$ cat src/hw/rtl/grdfs_ram.sv
// Generic single-write, single-read RAM with registered read data.
`default_nettype none

module grdfs_ram #(
    parameter int WIDTH = 8,
    parameter int DEPTH = 16,
    parameter int AW    = (DEPTH > 1) ? $clog2(DEPTH) : 1
) (
    input  wire logic             clk,
    input  wire logic             we,
    input  wire logic [AW-1:0]    waddr,
    input  wire logic [WIDTH-1:0] wdata,
    input  wire logic             re,
    input  wire logic [AW-1:0]    raddr,
    output logic      [WIDTH-1:0] rdata
);

    logic [WIDTH-1:0] mem [DEPTH];

    always_ff @(posedge clk)
    begin
        if (we)
        begin
            mem[waddr] <= wdata;
        end
        if (re)
        begin
            rdata <= mem[raddr];
        end
    end

endmodule

`default_nettype wire

$ cat config.mk
export PLATFORM = sky130hd
export DESIGN_NAME = grdfs_ram
export DESIGN_NICKNAME = d
export VERILOG_FILES = /design/src/hw/rtl/grdfs_ram.sv
export SDC_FILE = /design/constraint.sdc
export NUM_CORES = 1
export LEC_CHECK = 0
export BUFFER_PORTS_ARGS = -buffer_cell sky130_fd_sc_hd__buf_4
export CAP_MARGIN = 20
export CORE_MARGIN = 10
export CORE_UTILIZATION = 50
export CTS_BUF_LIST = sky130_fd_sc_hd__clkbuf_4
export DETAILED_ROUTE_END_ITERATION = 12
export PLACE_DENSITY = 0.67
export SKIP_LAST_GASP = 1
export SYNTH_ARGS = -nofsm -noshare
export SYNTH_HDL_FRONTEND = slang
export SYNTH_SLANG_ARGS = --single-unit
$ cat constraint.sdc
create_clock -name clk -period 2.6 [get_ports clk]
set_input_delay 0.52 -clock clk [delete_from_list [all_inputs] [get_ports clk]]
set_output_delay 0.52 -clock clk [all_outputs]
set_load 0.03 [all_outputs]
==> results.yml, run 1 <==
setup_path:
  crit_type: "register to primary output"
  cp_num_buf_inv: 1
  cp-start-kind: "register"
  path_cells: "buf_4"
  critical_path.max_fanout: 1
  max_stage_delay_ns: 0.45
  cp_top_family: "flip-flops"
  cp_slowest_cell: "edfxtp_1"
  crit_path_end_kind: "primary output"
  arrival_ns: 1.16
  required_ns: 2.08
cts:
  postCtsSetupRepairBufs: 0
  cts_tree: "yes"
  path_clk_slew_ns: 0.11
  h-tree-depth: 4
  cts_root_buf: "clkbuf_4"
  numCtsBuffers: 17
  cts_buffer_depth: 2
  cts_hold_buf: 0
  numClockSinks: 136
  insertion_delay_ns: 0.51
  ctsResizeCount: 0
logic_synthesis:
  synthAdderAreaFrac_pct: 0
  yosys_most_used_dff: "edfxtp_1"
  syn_area_um2: 5230
  avgSynthCellArea_um2: 22.8
  synth_top_family_by_area: "multiplexers"
  synth_seq_cells: 136
  syn-num-nets: 248
  synthSimpleGateAreaFrac_pct: 3.14
  syn-instance-count: 229
  synthMuxAreaShare_pct: 14.8
  synth_compound_area_share_pct: 2.30
  synth_top_area_share_pct: 78.1
  synth_largest_area_cell: "edfxtp_1"
  synth.most_common_cell: "edfxtp_1"
  ys_top_cells_by_count: "edfxtp_1 (136), mux4_2 (18), a22oi_1 (16)"
  synth-xor-area-share_pct: 0
  synthDistinctLibCells: 18
  synthTopCellsByArea: "edfxtp_1 (78%), mux4_2 (7.8%), mux4_1 (7.0%)"
  synth_edf_count: 136
  async_reset_ff_share_pct: 0
  yosysSeqAreaShare_pct: 78.1
  ys_warn_count: 0
global_routing:
  grt_pass1_wl_um: 15700
  grt_max_degree: 33
  antenna_found_initial: 1
  grt_pass1_vias: 2590
  grtUsageTotal_pct: 14.7
  grt-ovfl-total: 0
place:
  dp_hpwl_um: 6510
  port-buffer-count: 26
  gp_congestion: 0.755
timing:
  hold_viol: 0
  relSlewSlack_pct: 47.8
  period_needed_ns: 1.68
  fin_hold_ws_ns: 0.296
  worst_slew_pin_slew_ns: 0.781
  setup_viol: 0
  fmax_ghz: 0.594
  finalMaxSlewViolations: 0
  fin_crit_sh_pct: 64.7
  rsz0062_at_grt: "false"
  fin_skew_ns: 0.00907
  tns_ns: 0
final_layout:
  area_growth_syn_to_layout_pct: 14.7
  fillCellCount: 762
  drive_gt1_share_pct: 31.6
  multi_input_area_um2: 1060
  postLayoutCoreUtil_pct: 58.3
  regArea_um2: 4080
  final_nets: 303
routing:
  viasPerCell: 5.74
  drt_iter0_markers: 240
  post_drt_wl_per_cell_um: 23.2
  totalWireLength_um: 10100
  first_pass_iters: 5
  vias: 2493
  ant_nets: 0
  drcViolationCount: 0
floorplanning:
  die_area_um2: 14900
  dieHeight_um: 122
  initial_core_util_pct: 50.9
  ios: 27
  die_w_um: 122
  core-area_um2: 10300
  row_count: 37
power:
  totalPowerFinal_mw: 4.21
  peakVddDrop_mv: 0.302
  power_leakage_nw: 2.00
  p_per_area_nw_per_um2: 701
flow_run:
  max_cap_viol_count: 0
run_status:
  outcome: "finished, final reports clean"
hold_path:
  min_path_type: "primary input to register"
path summary, 6_finish.rpt:
kind                            slack (ns)    endpoint  depth (start not counted)  startpoint
worst max-delay path                  0.92    rdata[4]                          1    rdata[4]
worst min-delay path                  0.30  mem[15][3]                          1    wdata[3]
worst max register to register        1.11    rdata[3]                          3   mem[1][3]
worst min register to register        0.76    rdata[1]                          3  mem[14][1]
power breakdown:
group / switching [mW] / internal, mW
clock network: 0.722 / 0.746
registers: 0.0130 / 2.47
logic: 0.147 / 0.111
through the flow:
stage	worst slack, ns	instances	cell area [um^2]
after floorplan	0.587	229	5230
final	0.917	434	6000
after global placement	0.477	401	5680
after global routing	0.836	434	6000
after detailed placement	0.488	401	5680
after CTS	0.864	433	5990
worst register-to-register path, stage by stage (launching register included):
cell and delay (ns):
edfxtp_1 0.38, mux4_1 0.53, a22oi_1 0.24, nand2_1 0.10
flip-flops by register name (all words and copies together), names as in the netlist:
register  flops
rdata         8
mem         128
cell families (layout without fill, tap and decap cells):
group                  Yosys count  in the layout
AOI/OAI and AO/OA               16             16
buffers and inverters           10             78
DFF                            136            136
muxes                           32             32
other                            0              1
and+or+nand+nor                 35             35
layout by cell type (no fill, tap or decap):
| cell type | instances |
|---|---|
| a22oi_1 | 16 |
| buf_12 | 2 |
| bufinv_16 | 4 |
| nand3_1 | 1 |
| clkinvlp_4 | 5 |
| nand3b_1 | 2 |
| clkinv_2 | 3 |
| clkbuf_4 | 17 |
| nor3_1 | 4 |
| nand2b_1 | 2 |
| and2_1 | 1 |
| diode_2 | 1 |
| mux4_1 | 14 |
| nand2_1 | 9 |
| or3b_2 | 1 |
| edfxtp_1 | 136 |
| and2b_1 | 1 |
| clkinv_1 | 3 |
| nor2b_1 | 1 |
| mux4_2 | 18 |
| nor2_1 | 13 |
| buf_4 | 44 |
metal layers:
layer  vias up  global-route usage, %  wire length (um)
met2        88                   21.7              4810
met4         0                   5.52                95
li1       1099                      -                 -
met1      1300                   20.1              4440
met5         -                      0                 0
met3         6                   4.55               707
layout make-up:
cell class / instances / area share (%)
multi-input cells: 83 / 17.6
flip-flops and latches: 136 / 68.1
clock buffers: 17 / 2.13
well taps: 136 / 2.84
clock inverters: 15 / 3.07
diodes: 1 / 0.0417
repair buffers: 46 / 6.18
No activity file was read; power rests on OpenSTA's default activity.
==> run 2: changes to the inputs <==
- PLACE_DENSITY: 0.67 -> 0.7
- clock period: 2.6 -> 1.4 ns (I/O delays scaled with it)
==> run 2 against run 1 <==
The run now ends with setup timing left. Clock power up 85%. Clock-buffer cell count up 1. Die area unchanged. Sequential power up 86%. Cell area up 3.2%. Via count unchanged. Clock skew up 0.013 ns. Core utilization up 1.9 points.
==> results.yml, run 2 (synthesis gave the netlist of run 1 again) <==
run_status:
  outcome: "complete, but fails checks"
  violations: "setup timing"
final_layout:
  final_nets: 313
  postLayoutCoreUtil_pct: 60.2
  fin_cells: 444
  reg_top3: "mem: 128 flops, rdata: 8 flops"
  drive_gt1_share_pct: 42.3
  layout_commonest_cell: "edfxtp_1"
  area_growth_syn_to_layout_pct: 18.4
  largest_reg_flops: 128
  final_cell_mix: "edfxtp_1 (136), buf_4 (40), mux4_2 (30)"
  post-route-cell-area_um2: 6190
  top_register: "mem"
global_routing:
  antenna_found_initial: 1
  grt_max_degree: 20
  grt-ovfl-total: 0
  grt_pass1_wl_um: 16000
  grt_pass1_vias: 2692
  grtUsageTotal_pct: 14.9
setup_path:
  critical_path.max_fanout: 1
  crit_path_end_kind: "register"
  cp-start-kind: "register"
  arrival_ns: 1.71
  required_ns: 1.65
  crit_type: "register to register"
  r2r_cells: 3
cts:
  insertion_delay_ns: 0.51
  path_clk_slew_ns: 0.13
  cts_root_buf: "clkbuf_4"
  h-tree-depth: 4
  cts_buffer_depth: 2
  numClockSinks: 136
  cts_tree: "yes"
  numCtsBuffers: 17
routing:
  drt_iter0_markers: 271
  first_pass_iters: 4
  post_drt_wl_per_cell_um: 23.5
  drcViolationCount: 0
  vias: 2493
  totalWireLength_um: 10400
  viasPerCell: 5.61
  ant_nets: 0
flow_run:
  max_cap_viol_count: 0
floorplanning:
  initial_core_util_pct: 50.9
  die_area_um2: 14900
  ios: 27
  dieHeight_um: 122
  die_w_um: 122
  core-area_um2: 10300
  row_count: 37
power:
  seqPwrFrac_pct: 58.4
  swShare_pct: 22.6
  p_per_area_nw_per_um2: 1270
  power.internal_mw: 6.11
  totalPowerFinal_mw: 7.89
  switching_power_mw: 1.78
  peakVddDrop_mv: 0.542
  clockPowerShare_pct: 34.5
  pwr-share-comb_pct: 7.0
  power_leakage_nw: 2.04
timing:
  setup_viol: 5
  fmax_ghz: 0.685
  tns_ns: -0.181
  finalMaxSlewViolations: 0
  worst_slew_pin_slew_ns: 0.957
  final.setup.worst_slack_ns: -0.0608
  relSlewSlack_pct: 36.0
  hold_viol: 0
  fin_skew_ns: 0.0221
  period_needed_ns: 1.46
  rsz0062_at_grt: "true"
  fin_crit_sh_pct: 104
place:
  placed_area_um2: 5830
  dp_hpwl_um: 6890
  dp.cells: 411
  gp_congestion: 0.771
  port-buffer-count: 26
hold_path:
  hold_path_depth: 1
  min_path_type: "primary input to register"
## run 2: changes by cell type in the layout (fill, tap and decap cells not counted), sizes merged
cell      before  now
buf           46   56
inv            0    3
clkinvlp       5    4
bufinv         4    3
clkbuf        17   18
clkinv         6    4
## run 2: critical path: stages, from the launching register on
cell and delay, ns:
edfxtp_1 0.41, mux4_2 0.48, a22oi_2 0.22, nand2_1 0.09
## run 2: cell type report
type                       instances  area [um^2]
tap                              136          170
clock inverter                    14          173
clock buffer                      18          135
multi-input combinational         83         1070
sequential                       136         4080
antenna                            1         2.50
timing repair buffer              56          551
fill                             724         4090
## run 2: worst paths after layout
check                                 from   endpoint  slack (ns)
worst min-delay path              wdata[0]  mem[8][0]        0.07
worst max-delay path             mem[0][5]   rdata[5]       -0.06
worst max register to register   mem[0][5]   rdata[5]       -0.06
worst min register to register  mem[15][0]   rdata[0]        0.74
## run 2: layer usage
metal / vias up / GRT usage, % / share of wire, %
met5: - / 0 / 0
met4: 0 / 6.70 / 1.1
met3: 8 / 3.72 / 6.2
met2: 80 / 23.2 / 50
met1: 1297 / 19.5 / 43
li1: 1108 / - / -
## run 2: what timing repair did
item,in CTS,in global routing
endpoints found under the hold margin,0,0
setup endpoints to repair,12,16
resized for setup,11,5
setup buffers,0,0
hold buffers,0,0
pin swaps,2,4
## run 2: per-stage QoR
stage	hold slack, ns	worst slack, ns
finish	0.0657	-0.0608
global route	0.0116	-0.0969
CTS	0.0311	-0.0729
detailed placement	0.592	-0.428
global placement	0.584	-0.449
floorplan	0.379	-0.0990
## run 2: power groups by stage
| stage | registers (mW) | logic (mW) | clock network (mW) |
|---|---|---|---|
| floorplan | 4.73 | 0.254 | 0 |
| finish | 4.61 | 0.553 | 2.72 |
| detailed placement | 4.70 | 0.533 | 0 |
| global route | 4.62 | 0.589 | 2.96 |
| CTS | 4.61 | 0.551 | 2.78 |
| global placement | 4.70 | 0.523 | 0 |
==> run 3: changes to the inputs <==
- CELL_PAD_IN_SITES_DETAIL_PLACEMENT: not set -> 0
- CELL_PAD_IN_SITES_GLOBAL_PLACEMENT: not set -> 2
- CORE_UTILIZATION: 50 -> 45
- PLACE_DENSITY: 0.7 -> 0.77
==> run 3 against run 2 <==
The flow still finishes with violations (setup timing). First-iteration DRC count down 17%. Clock skew down 0.0048 ns. Core utilization down 5.8 points. Critical endpoint is now rdata[2]. Largest cell class unchanged. Highest routed layer unchanged.
==> results.yml, run 3 (synthesis gave the netlist of run 1 again) <==
power:
  totalPowerFinal_mw: 7.64
  peakVddDrop_mv: 0.505
  power_leakage_nw: 2.05
  p_per_area_nw_per_um2: 1230
cts:
  cts_root_buf: "clkbuf_4"
  path_clk_slew_ns: 0.12
  cts_buffer_depth: 2
  cts_tree: "yes"
  h-tree-depth: 4
  numCtsBuffers: 17
  numClockSinks: 136
  postCtsSetupRepairBufs: 0
  insertion_delay_ns: 0.53
setup_path:
  r2r_slack_ns: -0.06
  required_ns: 1.70
  reg2reg_to: "rdata[2]"
  crit_cells: 4
  cp_top_family: "multiplexers"
  cp_num_buf_inv: 1
  setup.worst_path.start: "mem[10][2]"
  max_stage_delay_ns: 0.47
  crit_type: "register to register"
  path_cells: "mux4_2 -> a22oi_2 -> buf_4 -> nand2_2"
  timing.rr.start: "mem[10][2]"
  cp_slowest_cell: "mux4_2"
  r2r_cells: 4
  cp-start-kind: "register"
  arrival_ns: 1.76
  crit_path_end_kind: "register"
  critical_path.max_fanout: 1
timing:
  fmax_ghz: 0.685
  final.setup.worst_slack_ns: -0.0601
  rsz0062_at_grt: "true"
  fin_skew_ns: 0.0173
  period_needed_ns: 1.46
  setup_viol: 3
  fin_hold_ws_ns: 0.0646
  worst_slew_pin_slew_ns: 0.878
  fin_crit_sh_pct: 104
  tns_ns: -0.0981
  relSlewSlack_pct: 41.4
  hold_viol: 0
  finalMaxSlewViolations: 0
global_routing:
  grt_max_degree: 17
  grt_pass1_wl_um: 15500
  grt-ovfl-total: 0
  antenna_found_initial: 1
  grtUsageTotal_pct: 13.0
  grt_pass1_vias: 2607
final_layout:
  final_nets: 317
  area_growth_syn_to_layout_pct: 19.0
  drive_gt1_share_pct: 44.1
  largest_reg_flops: 128
  postLayoutCoreUtil_pct: 54.5
  fin_cells: 455
  layout_commonest_cell: "edfxtp_1"
  final_cell_mix: "edfxtp_1 (136), buf_4 (43), mux4_2 (30)"
  top_register: "mem"
  reg_top3: "mem: 128 flops, rdata: 8 flops"
  post-route-cell-area_um2: 6220
floorplanning:
  dieHeight_um: 128
  ios: 27
  core-area_um2: 11400
  die_w_um: 128
  die_area_um2: 16300
  row_count: 39
  initial_core_util_pct: 45.8
routing:
  ant_nets: 0
  drt-met1-wl_um: 4650
  first_pass_iters: 4
  dr_wl_met3_um: 398
  wl_met2_um: 4700
  highest_layer: "met4"
  drcViolationCount: 0
  drt_iter0_markers: 225
  viasPerCell: 5.44
  post_drt_wl_per_cell_um: 21.7
  vias: 2476
  totalWireLength_um: 9900
run_status:
  outcome: "complete, but fails checks"
  violations: "setup timing"
place:
  placed_area_um2: 5860
  port-buffer-count: 26
  dp.cells: 421
  gp_congestion: 0.725
  preCtsSetupSlack_ns: -0.429
  dp_hpwl_um: 6720
hold_path:
  hold_path_depth: 1
  min_path_type: "primary input to register"
  hp-start: "wdata[3]"
  hold-path-endpoint: "mem[7][3]"
flow_run:
  max_cap_viol_count: 0
==> run 3: layer usage <==
metal  GRT usage (%)  vias to the layer above
li1                -                     1117
met5               0                        -
met1            17.8                     1285
met3            4.05                       14
met2            19.2                       60
met4            4.57                        0
==> run 3: how the worst max path moves through the flow <==
stage,slack [ns],end
final,-0.06,rdata[2]
after global routing,-0.09,rdata[2]
after CTS,-0.06,rdata[0]
after detailed placement,-0.43,rdata[3]
after global placement,-0.43,rdata[3]
after floorplan,-0.1,rdata[2]
==> run 3: repair_timing <==
action	CTS	global route
hold buffers	0	1
endpoints found under the hold margin	0	8
gates resized for setup	16	4
pin swaps	1	3
setup endpoints to repair	15	16
==> run 3: power breakdown <==
part,total [mW],internal (mW),switching (mW)
Sequential,4.61,4.58,0.0264
Combinational,0.579,0.273,0.306
Clock,2.46,1.06,1.39
==> run 3: layout make-up <==
class	instances	area [um^2]
flip-flops and latches	136	4080
clock inverters	15	154
well taps	143	179
clock buffers	17	128
repair buffers	60	583
diodes	1	2.50
fillers	891	5200
multi-input cells	83	1090
